--- src/rtl/rcw_pkg.sv ---
`default_nettype none
package rcw_pkg;

    localparam int TS_W   = 48;
    localparam int WND_W  = 16;
    localparam int INC_W  = 32;
    localparam int SES_W  = 8;
    localparam int CFG_IDX_W = 3;
    localparam int CFG_DATA_W = 24;
    localparam int NUM_SESSIONS = 256;

    localparam logic [CFG_IDX_W-1:0] CFG_MTU       = 3'd0;
    localparam logic [CFG_IDX_W-1:0] CFG_MIN_TO    = 3'd1;
    localparam logic [CFG_IDX_W-1:0] CFG_MAX_TO    = 3'd2;
    localparam logic [CFG_IDX_W-1:0] CFG_MIN_SSL   = 3'd3;
    localparam logic [CFG_IDX_W-1:0] CFG_INIT_SSL  = 3'd4;
    localparam logic [CFG_IDX_W-1:0] CFG_INIT_WND  = 3'd5;

    localparam logic REQ_ACK   = 1'b0;
    localparam logic REQ_CHECK = 1'b1;

    typedef struct packed {
        logic              req_type;
        logic [SES_W-1:0]  session;
        logic [TS_W-1:0]   now_ts;
        logic [TS_W-1:0]   sent_ts;
        logic [WND_W-1:0]  peer_window;
    } in_item_t;

    typedef struct packed {
        logic [SES_W-1:0]  session_out;
        logic [WND_W-1:0]  window;
        logic [WND_W-1:0]  slow_start_limit;
        logic [TS_W-1:0]   timeout;
        logic              resend;
        logic              window_collapsed;
    } out_item_t;

    // classified work handed from front to back
    typedef struct packed {
        logic              req_type;
        logic [SES_W-1:0]  session;
        logic [TS_W-1:0]   elapsed;
        logic              was_sent;
        logic [WND_W-1:0]  peer_window;
    } work_t;

    typedef struct packed {
        logic [15:0] mtu;
        logic [23:0] min_to;
        logic [23:0] max_to;
        logic [15:0] min_ssl;
        logic [15:0] init_ssl;
        logic [15:0] init_wnd;
    } cfg_t;

endpackage
`default_nettype wire

--- src/rtl/rcw_front.sv ---
`default_nettype none
module rcw_front
    import rcw_pkg::*;
(
    input  wire logic     clk,
    input  wire logic     rst_n,
    input  wire logic     in_valid,
    output logic          in_stall,
    input  wire in_item_t in_data,
    output logic          q_valid,
    input  wire logic     q_stall,
    output work_t         q_data
);
    // two-entry queue
    work_t    q_mem [2];
    logic     wr_ptr_reg, wr_ptr_next, rd_ptr_reg, rd_ptr_next;
    logic [1:0] cnt_reg, cnt_next;
    logic     push, pop;
    work_t    w;

    always_comb
    begin
        w.req_type    = in_data.req_type;
        w.session     = in_data.session;
        w.elapsed     = in_data.now_ts - in_data.sent_ts;
        w.was_sent    = (in_data.sent_ts != '0);
        w.peer_window = in_data.peer_window;
    end

    assign in_stall = (cnt_reg == 2'd2);
    assign push     = in_valid && !in_stall;
    assign q_valid  = (cnt_reg != 2'd0);
    assign pop      = q_valid && !q_stall;
    assign q_data   = q_mem[rd_ptr_reg];

    always_comb
    begin
        wr_ptr_next = wr_ptr_reg ^ push;
        rd_ptr_next = rd_ptr_reg ^ pop;
        cnt_next    = cnt_reg + {1'b0, push} - {1'b0, pop};
    end

    always_ff @(posedge clk)
    begin
        if (push)
        begin
            q_mem[wr_ptr_reg] <= w;
        end
    end

    always_ff @(posedge clk or negedge rst_n)
    begin
        if (!rst_n)
        begin
            wr_ptr_reg <= 1'b0;
            rd_ptr_reg <= 1'b0;
            cnt_reg    <= 2'd0;
        end
        else
        begin
            wr_ptr_reg <= wr_ptr_next;
            rd_ptr_reg <= rd_ptr_next;
            cnt_reg    <= cnt_next;
        end
    end
endmodule
`default_nettype wire

--- config.mk ---
export PLATFORM = sky130hd
export DESIGN_NAME = rcw_front
export DESIGN_NICKNAME = d
export VERILOG_FILES = /design/src/rtl/rcw_pkg.sv /design/src/rtl/rcw_front.sv
export SDC_FILE = /design/constraint.sdc
export NUM_CORES = 1
export LEC_CHECK = 0
export ABC_AREA = 1
export BUFFER_PORTS_ARGS = -buffer_cell sky130_fd_sc_hd__buf_2
export CAP_MARGIN = 0
export CORE_ASPECT_RATIO = 1.75
export CORE_MARGIN = 2
export CORE_UTILIZATION = 47
export DETAILED_ROUTE_END_ITERATION = 10
export HOLD_SLACK_MARGIN = 0.12
export PLACE_DENSITY = 0.83
export SLEW_MARGIN = 20
export SYNTH_ARGS = -nofsm -noshare
export SYNTH_HDL_FRONTEND = slang
export SYNTH_SLANG_ARGS = --single-unit
--- constraint.sdc ---
create_clock -name clk -period 2.89 [get_ports clk]
set_input_delay 0.4335 -clock clk [delete_from_list [all_inputs] [get_ports clk]]
set_output_delay 0.4335 -clock clk [all_outputs]
set_load 0.01 [all_outputs]
# Word-level counts from Yosys, hierarchy flattened
# Memory sizes are Yosys's and may differ from the RTL's.
# Cells that the tools add are included.
# totals
latch_bits	0
memories	1
mem_bits_rw	148
rom_bits	0
out_inout_bits	76
register_bits	4
elab_cells	18
# classes
bitwise_logic	2
eq_ne	1
n_mul	0
add_sub_neg	3
shift	0
n_lt_le_gt_ge	0
div	0
reduce_logical	6
mux	2
# mem_list
memory	depth	width	read_ports	rd_ports_with_merged_regs	wr	line_no	rtl
q_mem	2	74	1	0	1	rcw_front.sv:15	work_t q_mem [2];
# ops
cell	count
$reduce_bool 48->1	1
$sub 48x48->48	1
$add 2x1->2	1
$eq 2x2->1 const B	1
$logic_and 1x1->1	2
$logic_not 1->1	2
$mux 1	2
$reduce_bool 2->1	1
$sub 2x1->2	1
$xor 1x1->1	2

# Logic depth before layout (Yosys ltp)
# Gate-level depths: netlist (run 1).
# logic_depth
depth_word	5
mapped_depth	14
mapped_depth_nobuf	14

# Worst setup path after synthesis (run 1)
# No wires, ideal clock.
# synth_path
path_kind	flip-flop to flip-flop
start	reg cnt_reg[1]
end	mem q_mem[1][0] (netlist bit) (enable)
slack_ps	22
t_required_ps	2449
period_less_slack_ps	2868
stages_incl_launch_ff	5
setup_time_ps	441
t_arrival_ps	2427
path_buffers	0
cell_sequence	dfrtp_1 > inv_1 > o21ai_0 > inv_1 > ha_1
# synth_via
elab_chain_cells	5
# synth_rtl
item	line_no	rtl
from (decl)	rcw_front.sv:17	logic [1:0] cnt_reg, cnt_next;
from (signal assigned)	rcw_front.sv:63	cnt_reg <= cnt_next;
$eq 2x2->1	rcw_front.sv:30	assign in_stall = (cnt_reg == 2'd2);
$logic_not 1->1	rcw_front.sv:31	assign push = in_valid && !in_stall;
$logic_and 1x1->1	rcw_front.sv:31	
$mux 1	rcw_front.sv:45	if (push)
$mux 1 (implied by the code)	rcw_front.sv:47	q_mem[wr_ptr_reg] <= w;
to (decl)	rcw_front.sv:15	
# Every way passes these cells.

==> impl_results.md, run 1 <==
* Internal reg-to-reg setup slack at 0.98 ns
* Global-route wire length before repair at 43400 µm
* Number of rows in the core area at 70
* Portion of the post-synthesis area used by sequential elements at 45.2%
* WP data arrival at 2.19 ns
* Peak VDD IR at 483 µV
* Number of cells on the worst hold path at 1
* DR iter-0 viols at 424
* Hold Fails Final Rpt at 0
* Clk_lat worst skew at 0.46 ns
* Synthesis warning total at 0
* Detail-routed net length per standard cell at 15.1 µm
* Die width at 115 µm
* Most frequent standard cell in the layout excluding fill and tap cells: sky130_fd_sc_hd__nand2_1
* Antenna violation net count after detailed routing at 0
* Fin crit period at 2.62 ns
* Post-Layout Cell Count at 1852
* Headroom to the max-slew limit at 58.8%
* Worst setup skew after layout at 0.0171 ns
* Initial core utilization at 48.0%
* Buffer count from post-CTS setup fixing at 0
* CTS-repair resized insts at 0
* Worst slack at placement at 0.318 ns
* Post-synthesis cell count at 1373
* Largest net degree at the start of global routing at 62
* Max Cap Viol at 0
* Setup repair after global routing missed its margin: false
* Detailed Route WL at 28100 µm
* CTS root buf: sky130_fd_sc_hd__clkbuf_16
* Highest-count cells in the layout ignoring fill and taps: 628 x sky130_fd_sc_hd__nand2_1, 267 x sky130_fd_sc_hd__inv_1, 200 x sky130_fd_sc_hd__buf_2
* Area overhead of the layout relative to synthesis at 20.6%
* Clock transition at the registers of the reported paths at 0.06 ns
* Worst reg2reg path depth at 5
* Flip-flop count of the largest register, all copies and words added at 148
* Top achievable clock speed at 0.382 GHz
* Total power of the final layout at 9.07 mW
* Fraction of final layout cells with drive strength greater than 1 at 17.9%
* H-tree lvl count at 4
* Required @ worst endpoint at 2.46 ns
* CORE AREA at 20900 µm²
* Internal power component at 5.80 mW
* Area of the die at 22600 µm²
* Final period utilization at 90.6%
* Worst-case hold path end point: q_mem[0][70]
* Total clock buffers created by CTS at 25
* Aggregate global routing overflow at 0
* HP Class: input port to flop
* Sink Count at 152
* Antenna diodes at 0
* Switching power at 3.27 mW
* Maximum fanout along the worst path at 45
* Final net count at 1772
* Comb pwr share at 36.9%
* Via count of the first global-routing pass at 8944
* Hold_sp: in_data[117]
* Filler cell count at 1959
* Start-to-end type of the worst setup path: flop to output port
* Power per cell area at 748 nW/µm²
* Total Negative Setup Slacks at 0 ns
* Number of antenna violations at the first check in global routing at 0
* Final setup violating endpoints at 0
* FF+latch count, synth at 152
* Leak at 6.52 nW
* Clock tree from TritonCTS: done
* Area of the mapped netlist at 10000 µm²
* Outcome: finished, final reports clean
* Via count at 9049
* Sequential fraction of design power at 36.7%
* Largest buffer count on any clock path at 3
* Number of nets in the synthesized netlist at 1550
* Routability congestion estimate from global placement at 0.966
* Chip Height at 197 µm
* HPWL after detailed placement at 22900 µm
* Number of buffers inserted for hold repair after clock tree synthesis at 1
* Mean area per synthesized cell at 7.32 µm²
* Cells after DPL at 1819
* DRC violations left at 0
* Worst flop-to-flop path startpoint: cnt_reg[1]
* Endpoint kind of the worst setup timing path: output port
* Clock group share of total power at 26.4%
* Terminus of the critical flop-to-flop path: q_mem[0][42]
* Distinct cell type count after synthesis at 30
* Pins Over Slew Limit at 0
* Switching power share of the total at 36.0%
* Startpoint class of the critical path: flop
* Worst hold slack at 0.161 ns
* GRT Resource Usage Total at 25.0%
* Worst Setup SP: rd_ptr_reg
* IO buf count at 200
* Count of boundary I/O pins at 201
* Worst Slack Setup Final at 0.271 ns
* Via/cell ratio at 4.89
* Count of TritonRoute iterations in the first routing pass at 5
* Pin slew with the least headroom to its limit at 0.618 ns
worst max-delay path, stage by stage, from the launching register on:
cell,delay (ns)
sky130_fd_sc_hd__dfrtp_2,0.75
sky130_fd_sc_hd__buf_4,0.53
sky130_fd_sc_hd__nand2_1,0.10
sky130_fd_sc_hd__nand2_1,0.17
sky130_fd_sc_hd__buf_2,0.16
how the worst max path moves through the flow:
stage	to	slack, ns
floorplan	q_mem[1][0]	0.02
global placement	q_mem[1][47]	0.33
detailed placement	q_mem[0][47]	0.32
CTS	q_data[53]	0.21
global route	q_data[53]	0.12
finish	q_data[53]	0.27
logic make-up (layout without fill, tap and decap cells):
kind of cell,Yosys count,after routing,synth area share (%)
and+or+nand+nor,811,811,32.8
AOI/OAI and AO/OA,36,36,1.95
buffers and inverters,293,520,10.9
DFF,152,152,45.2
adders and majority gates,52,52,6.55
xor gates and xnor gates,29,29,2.53
power by group through the flow:
stage                     sequential (mW)  combinational, mW  clock, mW
after global placement               3.34               3.31          0
after floorplan                      3.30               2.03          0
after global routing                 3.38               3.74       2.50
final                                3.33               3.35       2.39
after CTS                            3.33               3.39       2.43
after detailed placement             3.37               3.37          0
cell type report:
class / count / area [µm²] / area share, %
inverters: 277 / 1040 / 8.58
well taps: 252 / 315 / 2.60
repair buffers: 211 / 1120 / 9.27
multi-input cells: 928 / 4430 / 36.6
clock inverters: 5 / 22.5 / 0.186
flip-flops and latches: 152 / 4550 / 37.5
clock buffers: 27 / 643 / 5.31
Yosys cell counts (all sizes together):
library cell	n	share of area, %
nand2	635	24
inv	277	10
edfxtp	148	44
nor2	95	4.1
ha	51	6.3
nand3	42	2.3
a21oi	28	1.4
xor2	26	2.3
nor4	13	0.81
clkbuf	12	0.45
nand4	12	0.75
nor3	7	0.45
o21bai	5	0.37
buf	4	0.15
dfrtp	4	1.0
and2	3	0.20
xnor2	3	0.26
nand3b	2	0.15
or2	2	0.12
a21o	1	0.075
a31oi	1	0.062
fa	1	0.20
o21ai	1	0.050
per-layer routing:
layer | up-vias | GRT usage (%) | wire (µm)
li1 | 4635 | - | -
met1 | 4097 | 27.2 | 10600
met2 | 251 | 47.3 | 15100
met3 | 66 | 2.27 | 1060
met4 | 0 | 12.2 | 1290
met5 | - | 0 | 0
metrics by stage:
step / instance area (µm²) / utilization (%)
detailed placement: 11400 / 54.7
floorplan: 10000 / -
CTS: 12100 / 57.9
global route: 12100 / 57.9
finish: 12100 / 57.9
global placement: 11400 / 54.7
No activity file was read; power rests on OpenSTA's default activity.
==> run 2: changes to the inputs <==
--- a/config.mk
+++ b/config.mk
@@ -5,7 +5,6 @@
 export SDC_FILE = /design/constraint.sdc
 export NUM_CORES = 1
 export LEC_CHECK = 0
-export ABC_AREA = 1
 export BUFFER_PORTS_ARGS = -buffer_cell sky130_fd_sc_hd__buf_2
 export CAP_MARGIN = 0
 export CORE_ASPECT_RATIO = 1.75
@@ -13,7 +12,7 @@
 export CORE_UTILIZATION = 47
 export DETAILED_ROUTE_END_ITERATION = 10
 export HOLD_SLACK_MARGIN = 0.12
-export PLACE_DENSITY = 0.83
+export PLACE_DENSITY = 0.84
 export SLEW_MARGIN = 20
 export SYNTH_ARGS = -nofsm -noshare
 export SYNTH_HDL_FRONTEND = slang
==> run 2 against run 1 <==
Sequential share of layout area increased by 3.6 points. Final area down 8.7%. Count of clock-buffer cells in the layout down 10. Flip-flop and latch count did not move. Critical path type is now input port to flop. Critical endpoint is now q_mem[1][60]. Largest cell class unchanged. Highest routed layer unchanged.
==> impl_results.md, run 2 <==
* Outcome: finished, final reports clean (unchanged)
* Initial core utilization at 47.8% (was 48.0%)
* Post-synthesis async set-or-reset flop share at 2.63% (unchanged)
* Clock tree from TritonCTS: done (unchanged)
* Mean area per synthesized cell at 12.1 µm² (was 7.32 µm²)
* Number of rows in the core area at 65 (was 70)
* Sink Count at 152 (unchanged)
* Total clock buffers created by CTS at 17 (was 25)
* Startpoint class of the critical path: input port (was flop)
* Clock transition at the registers of the reported paths at 0.07 ns (was 0.06 ns)
* Fin crit period at 2.74 ns (was 2.62 ns)
* DR iter-0 viols at 350 (was 424)
* Worst Slack Setup Final at 0.151 ns (was 0.271 ns)
* Peak VDD IR at 402 µV (was 483 µV)
* Most frequent standard cell in the layout excluding fill and tap cells: sky130_fd_sc_hd__buf_2 (was sky130_fd_sc_hd__nand2_1)
* Routability congestion estimate from global placement at 0.882 (was 0.966)
* HPWL after detailed placement at 17000 µm (was 22900 µm)
* CORE AREA at 18000 µm² (was 20900 µm²)
* Combinational family with the most area after synthesis: compound AO/OA/AOI/OAI gates (was simple AND/OR/NAND/NOR gates)
* Leading area contributor after synthesis: sky130_fd_sc_hd__edfxtp_1 (unchanged)
* HP Class: input port to flop (unchanged)
* Simple-gate share of the synthesized area at 8.01% (was 32.8%)
* Post-synthesis compound-gate area fraction at 12.7% (was 1.95%)
* Worst slack at placement at -0.411 ns (was 0.318 ns)
* Max Cap Viol at 0 (unchanged)
* Worst setup skew after layout at 0.00545 ns (was 0.0171 ns)
* Area of the die at 19400 µm² (was 22600 µm²)
* Endpoint kind of the worst setup timing path: flop (was output port)
* Global-route wire length before repair at 32500 µm (was 43400 µm)
* Headroom to the max-slew limit at 50.9% (was 58.8%)
* Distinct cell type count after synthesis at 66 (was 30)
* Final setup violating endpoints at 0 (unchanged)
* Start-to-end type of the worst setup path: input port to flop (was flop to output port)
* Cells after DPL at 1203 (was 1819)
* Top achievable clock speed at 0.365 GHz (was 0.382 GHz)
* Synthesis warning total at 0 (unchanged)
* Die width at 106 µm (was 115 µm)
* Number of nets in the synthesized netlist at 890 (was 1550)
* Area of the mapped netlist at 8590 µm² (was 10000 µm²)
* IO buf count at 200 (unchanged)
* Pins Over Slew Limit at 0 (unchanged)
* Chip Height at 183 µm (was 197 µm)
* Most area-consuming cells after synthesis: sky130_fd_sc_hd__edfxtp_1 52%, sky130_fd_sc_hd__mux2_2 9.7%, sky130_fd_sc_hd__ha_1 7.4% (was sky130_fd_sc_hd__edfxtp_1 44%, sky130_fd_sc_hd__nand2_1 23%, sky130_fd_sc_hd__inv_1 10%)
* Fraction of final layout cells with drive strength greater than 1 at 41.2% (was 17.9%)
* Hold Fails Final Rpt at 0 (unchanged)
* Antenna violation net count after detailed routing at 0 (unchanged)
* Largest buffer count on any clock path at 2 (was 3)
* Aggregate global routing overflow at 0 (unchanged)
* Adder and majority cell fraction of the synthesized area at 7.66% (was 6.55%)
* Clk_lat worst skew at 0.42 ns (was 0.46 ns)
* Post-Layout Cell Count at 1240 (was 1852)
* XOR/XNOR share of the synthesized area at 4.99% (was 2.53%)
* Post-synthesis cell count at 713 (was 1373)
* Most frequent cells after synthesis: 148 x sky130_fd_sc_hd__edfxtp_1, 74 x sky130_fd_sc_hd__mux2_2, 63 x sky130_fd_sc_hd__inv_1 (was 628 x sky130_fd_sc_hd__nand2_1, 268 x sky130_fd_sc_hd__inv_1, 148 x sky130_fd_sc_hd__edfxtp_1)
* Detail-routed net length per standard cell at 17.4 µm (was 15.1 µm)
* Area fraction of the dominant cell type after synthesis at 51.7% (was 44.2%)
* Largest net degree at the start of global routing at 47 (was 62)
* Worst hold slack at 0.199 ns (was 0.161 ns)
* Via count at 6604 (was 9049)
* Power per cell area at 769 nW/µm² (was 748 nW/µm²)
* Number of flops mapped to enable cells by yosys at 148 (unchanged)
* Via count of the first global-routing pass at 6578 (was 8944)
* Pin slew with the least headroom to its limit at 0.730 ns (was 0.618 ns)
* Total power of the final layout at 8.50 mW (was 9.07 mW)
* Filler cell count at 1453 (was 1959)
* Flip-flop count of the largest register, all copies and words added at 148 (unchanged)
* Required @ worst endpoint at 3.05 ns (was 2.46 ns)
* Number of antenna violations at the first check in global routing at 3 (was 0)
* Internal reg-to-reg setup slack at 1.02 ns (was 0.98 ns)
* Portion of the post-synthesis area used by sequential elements at 52.9% (was 45.2%)
* Maximum fanout along the worst path at 4 (was 45)
* Count of boundary I/O pins at 201 (unchanged)
* Multiplexer share of the synthesized area at 9.70% (was 0%)
* Final period utilization at 94.8% (was 90.6%)
* DRC violations left at 0 (unchanged)
* Count of TritonRoute iterations in the first routing pass at 5 (unchanged)
* H-tree lvl count at 4 (unchanged)
* WP data arrival at 2.90 ns (was 2.19 ns)
* Final net count at 1167 (was 1772)
* CTS root buf: sky130_fd_sc_hd__clkbuf_16 (unchanged)
* FF+latch count, synth at 152 (unchanged)
* GRT Resource Usage Total at 22.0% (was 25.0%)
* Area overhead of the layout relative to synthesis at 28.7% (was 20.6%)
* Most common flop cell mapped by yosys: sky130_fd_sc_hd__edfxtp_1 (unchanged)
* Detailed Route WL at 21600 µm (was 28100 µm)
* Via/cell ratio at 5.33 (was 4.89)
* Most common cell in the netlist: sky130_fd_sc_hd__edfxtp_1 (was sky130_fd_sc_hd__nand2_1)
* Highest-count cells in the layout ignoring fill and taps: 200 x sky130_fd_sc_hd__buf_2, 148 x sky130_fd_sc_hd__edfxtp_1, 82 x sky130_fd_sc_hd__buf_4 (was 628 x sky130_fd_sc_hd__nand2_1, 267 x sky130_fd_sc_hd__inv_1, 200 x sky130_fd_sc_hd__buf_2)
* Leak at 4.74 nW (was 6.52 nW)
run 2: what timing repair did:
action	4_1_cts	5_1_grt
setup buffers	0	1
resized for setup	0	5
hold endpoints to repair	4	0
hold buffers	1	0
endpoints found under the setup margin	0	8
run 2: worst paths after layout:
check | start | endpoint | cells past startpoint
worst max-delay path | in_data[17] | q_mem[1][60] | 12
min in group asynchronous | rst_n | cnt_reg[0] | 2
worst min register to register | cnt_reg[1] | cnt_reg[1] | 1
max in group asynchronous | rst_n | rd_ptr_reg | 2
worst min-delay path | in_data[10] | q_mem[0][10] | 1
worst max register to register | cnt_reg[1] | q_mem[0][71] | 5
run 2: area by class of cell:
type                            instances  area (µm²)  area share (%)
Clock buffer                           17         425            3.85
Sequential cell                       152        4550            41.1
Multi-Input combinational cell        471        3750            33.9
Inverter                               63         236            2.14
Tap cell                              234         293            2.65
Timing Repair Buffer                  285        1670            15.1
Clock inverter                         15         136            1.23
Antenna cell                            3        7.51          0.0679
run 2: metal layers:
metal	vias up	GRT usage (%)	share of wire [%]
met2	226	42.3	55
met5	-	0	0
li1	3212	-	-
met4	0	11.5	4.3
met1	3114	22.4	36
met3	52	3.34	4.3
run 2: worst max-delay path, stage by stage:
cell,delay (ns)
sky130_fd_sc_hd__buf_2,0.12
sky130_fd_sc_hd__inv_1,0.05
sky130_fd_sc_hd__ha_1,0.26
sky130_fd_sc_hd__nor2b_1,0.17
sky130_fd_sc_hd__o2111a_1,0.27
sky130_fd_sc_hd__o2111ai_4,0.16
sky130_fd_sc_hd__a311oi_1,0.40
sky130_fd_sc_hd__o2bb2ai_1,0.23
sky130_fd_sc_hd__o21a_1,0.26
sky130_fd_sc_hd__o21a_1,0.20
sky130_fd_sc_hd__o21ba_1,0.19
sky130_fd_sc_hd__xnor2_1,0.15
run 2: kinds of logic after synthesis:
group,after synthesis
flops,152
fa+ha+maj,52
mux,74
buf+inv,90
xor+xnor,49
compound gates,157
simple gates,139
run 2: through the flow:
stage          area [µm²]  utilization, %  setup TNS [ns]
2_1_floorplan        8590               -               0
3_3_place_gp        10500            58.1           -6.10
3_5_place_dp        10500            58.1           -7.64
4_1_cts             11000            61.3               0
5_1_grt             11100            61.5         -0.0276
6_report            11100            61.5               0
run 2: power by group:
part | internal, mW | leakage [nW] | switching (mW)
registers | 3.13 | 1.42 | 0.218
logic | 1.43 | 3.06 | 1.64
clock network | 1.13 | 0.273 | 0.949
total | 5.69 | 4.74 | 2.81
==> run 3: changes to the inputs <==
--- a/config.mk
+++ b/config.mk
@@ -7,12 +7,14 @@
 export LEC_CHECK = 0
 export BUFFER_PORTS_ARGS = -buffer_cell sky130_fd_sc_hd__buf_2
 export CAP_MARGIN = 0
+export CELL_PAD_IN_SITES_DETAIL_PLACEMENT = 0
+export CELL_PAD_IN_SITES_GLOBAL_PLACEMENT = 1
 export CORE_ASPECT_RATIO = 1.75
 export CORE_MARGIN = 2
-export CORE_UTILIZATION = 47
+export CORE_UTILIZATION = 39
 export DETAILED_ROUTE_END_ITERATION = 10
 export HOLD_SLACK_MARGIN = 0.12
-export PLACE_DENSITY = 0.84
+export PLACE_DENSITY = 0.87
 export SLEW_MARGIN = 20
 export SYNTH_ARGS = -nofsm -noshare
 export SYNTH_HDL_FRONTEND = slang
==> run 3 against run 2 <==
Combinational power is essentially flat. Clock power grew 8%. Hold slack lost 0.0042 ns. First-iteration DRC count shrank 6.9%. Global-route usage shrank 1.7 points. Via count shrank 0.26%. Largest cell class unchanged. Sequential power is essentially flat. Non-clock buffer count grew 16. Register-to-register slack lost 0.04 ns. Setup slack lost 0.072 ns. Critical path depth grew 1.
==> impl_results.md, run 3 (synthesized netlist as in run 2, its figures left out) <==
* Hold Fails Final Rpt at 0 (unchanged)
* Count of TritonRoute iterations in the first routing pass at 5 (unchanged)
* Number of rows in the core area at 71 (was 65)
* Count of boundary I/O pins at 201 (unchanged)
* CTS root buf: sky130_fd_sc_hd__clkbuf_16 (unchanged)
* Cells after DPL at 1277 (was 1203)
* Setup repair after global routing missed its margin: true
* Clock tree from TritonCTS: done (unchanged)
* Sink Count at 152 (unchanged)
* Antenna diodes at 0 (was 3)
* Detailed Route WL at 23100 µm (was 21600 µm)
* Worst-case hold path end point: q_mem[0][70] (was q_mem[0][10])
* Final setup violating endpoints at 0 (unchanged)
* Outcome: finished, final reports clean (unchanged)
* Worst Slack Setup Final at 0.0786 ns (was 0.151 ns)
* Area of the die at 23300 µm² (was 19400 µm²)
* HPWL after detailed placement at 18200 µm (was 17000 µm)
* Largest net degree at the start of global routing at 45 (was 47)
* Largest buffer count on any clock path at 2 (unchanged)
* Endpoint kind of the worst setup timing path: flop (unchanged)
* Maximum fanout along the worst path at 3 (was 4)
* Top achievable clock speed at 0.356 GHz (was 0.365 GHz)
* Chip Height at 200 µm (was 183 µm)
* Routability congestion estimate from global placement at 0.890 (was 0.882)
* Final period utilization at 97.3% (was 94.8%)
* Final net count at 1183 (was 1167)
* WP data arrival at 2.98 ns (was 2.90 ns)
* Worst hold slack at 0.194 ns (was 0.199 ns)
* Total power of the final layout at 8.72 mW (was 8.50 mW)
* Die width at 116 µm (was 106 µm)
* H-tree lvl count at 4 (unchanged)
* Internal reg-to-reg setup slack at 0.98 ns (was 1.02 ns)
* Via count at 6587 (was 6604)
* Highest-count cells in the layout ignoring fill and taps: 200 x sky130_fd_sc_hd__buf_2, 148 x sky130_fd_sc_hd__edfxtp_1, 97 x sky130_fd_sc_hd__buf_4 (was 200 x sky130_fd_sc_hd__buf_2, 148 x sky130_fd_sc_hd__edfxtp_1, 82 x sky130_fd_sc_hd__buf_4)
* Post-place instance area at 10700 µm² (was 10500 µm²)
* Worst flop-to-flop path startpoint: cnt_reg[0] (was cnt_reg[1])
* Power per cell area at 773 nW/µm² (was 769 nW/µm²)
* Clock transition at the registers of the reported paths at 0.06 ns (was 0.07 ns)
* DRC violations left at 0 (unchanged)
* Detail-routed net length per standard cell at 17.6 µm (was 17.4 µm)
* Max Cap Viol at 0 (unchanged)
* Headroom to the max-slew limit at 50.2% (was 50.9%)
* Flip-flop count of the largest register, all copies and words added at 148 (unchanged)
* Worst setup skew after layout at 0.00889 ns (was 0.00545 ns)
* Post-Layout Inst Area at 11300 µm² (was 11100 µm²)
* Total clock buffers created by CTS at 17 (unchanged)
* Number of cells on the worst hold path at 1 (unchanged)
* Most frequent standard cell in the layout excluding fill and tap cells: sky130_fd_sc_hd__buf_2 (unchanged)
* Area overhead of the layout relative to synthesis at 31.3% (was 28.7%)
* Leak at 4.84 nW (was 4.74 nW)
* DR iter-0 viols at 326 (was 350)
* Final standard cell utilization of the core at 52.3% (was 61.5%)
* Peak VDD IR at 428 µV (was 402 µV)
* Antenna violation net count after detailed routing at 0 (unchanged)
* Start-to-end type of the worst setup path: input port to flop (unchanged)
* Fin crit period at 2.81 ns (was 2.74 ns)
* Worst slack at placement at -0.423 ns (was -0.411 ns)
* Via/cell ratio at 5.02 (was 5.33)
* Global-route wire length before repair at 35600 µm (was 32500 µm)
* Post-Layout Cell Count at 1311 (was 1240)
* HP Class: input port to flop (unchanged)
* Clk_lat worst skew at 0.43 ns (was 0.42 ns)
* Via count of the first global-routing pass at 7069 (was 6578)
* Pins Over Slew Limit at 0 (unchanged)
* Fraction of final layout cells with drive strength greater than 1 at 41.6% (was 41.2%)
* Startpoint class of the critical path: input port (unchanged)
* Number of antenna violations at the first check in global routing at 0 (was 3)
* Hold_sp: in_data[117] (was in_data[10])
* Pin slew with the least headroom to its limit at 0.740 ns (was 0.730 ns)
* CORE AREA at 21600 µm² (was 18000 µm²)
* Worst reg2reg path depth at 5 (unchanged)
* IO buf count at 200 (unchanged)
* Required @ worst endpoint at 3.06 ns (was 3.05 ns)
* Terminus of the critical flop-to-flop path: q_mem[0][7] (was q_mem[0][71])
* Aggregate global routing overflow at 0 (unchanged)
* Initial core utilization at 39.8% (was 47.8%)
* GRT Resource Usage Total at 20.3% (was 22.0%)
* Total Negative Setup Slacks at 0 ns (unchanged)
-- run 3: how the worst max path moves through the flow --
stage,start,to
after floorplan,in_data[64],q_mem[0][57]
after global placement,in_data[16],q_mem[0][57]
after detailed placement,in_data[16],q_mem[0][57]
after CTS,in_data[16],q_mem[1][57]
after global routing,in_data[16],q_mem[0][57]
final,in_data[16],q_mem[0][57]
-- run 3: report_power, final --
group | switching [mW] | internal (mW)
logic | 1.64 | 1.46
clock network | 0.957 | 1.29
registers | 0.241 | 3.13
total | 2.83 | 5.88
-- run 3: cell type report --
type,instances,area [µm²]
Sequential cell,152,4550
Tap cell,292,365
Clock buffer,17,425
Clock inverter,15,174
Timing Repair Buffer,301,1800
Fill cell,1946,10300
Multi-Input combinational cell,471,3730
Inverter,63,236
-- run 3: critical path, stage by stage --
cell and delay, ns:
sky130_fd_sc_hd__buf_2 0.13, sky130_fd_sc_hd__ha_1 0.22, sky130_fd_sc_hd__fa_2 0.36, sky130_fd_sc_hd__and2b_1 0.22
sky130_fd_sc_hd__o2111ai_1 0.14, sky130_fd_sc_hd__a21boi_2 0.23, sky130_fd_sc_hd__o2111ai_2 0.15, sky130_fd_sc_hd__a311oi_1 0.28
sky130_fd_sc_hd__buf_4 0.17, sky130_fd_sc_hd__o2111ai_2 0.14, sky130_fd_sc_hd__a21oi_2 0.27, sky130_fd_sc_hd__a221oi_2 0.10
sky130_fd_sc_hd__xnor2_1 0.14
-- run 3: timing repair --
| item | in CTS | in global routing |
|---|---|---|
| endpoints found under the setup margin | 0 | 10 |
| endpoints found under the hold margin | 4 | 0 |
| resized for setup | 0 | 2 |
| buffers inserted | 0 | 1 |
| hold buffers | 1 | 0 |
-- run 3: routing by layer --
layer	share of wire, %	GRT usage [%]
met4	3.9	9.57
met5	0	0
met2	56	39.1
met1	36	20.6
met3	3.6	3.18
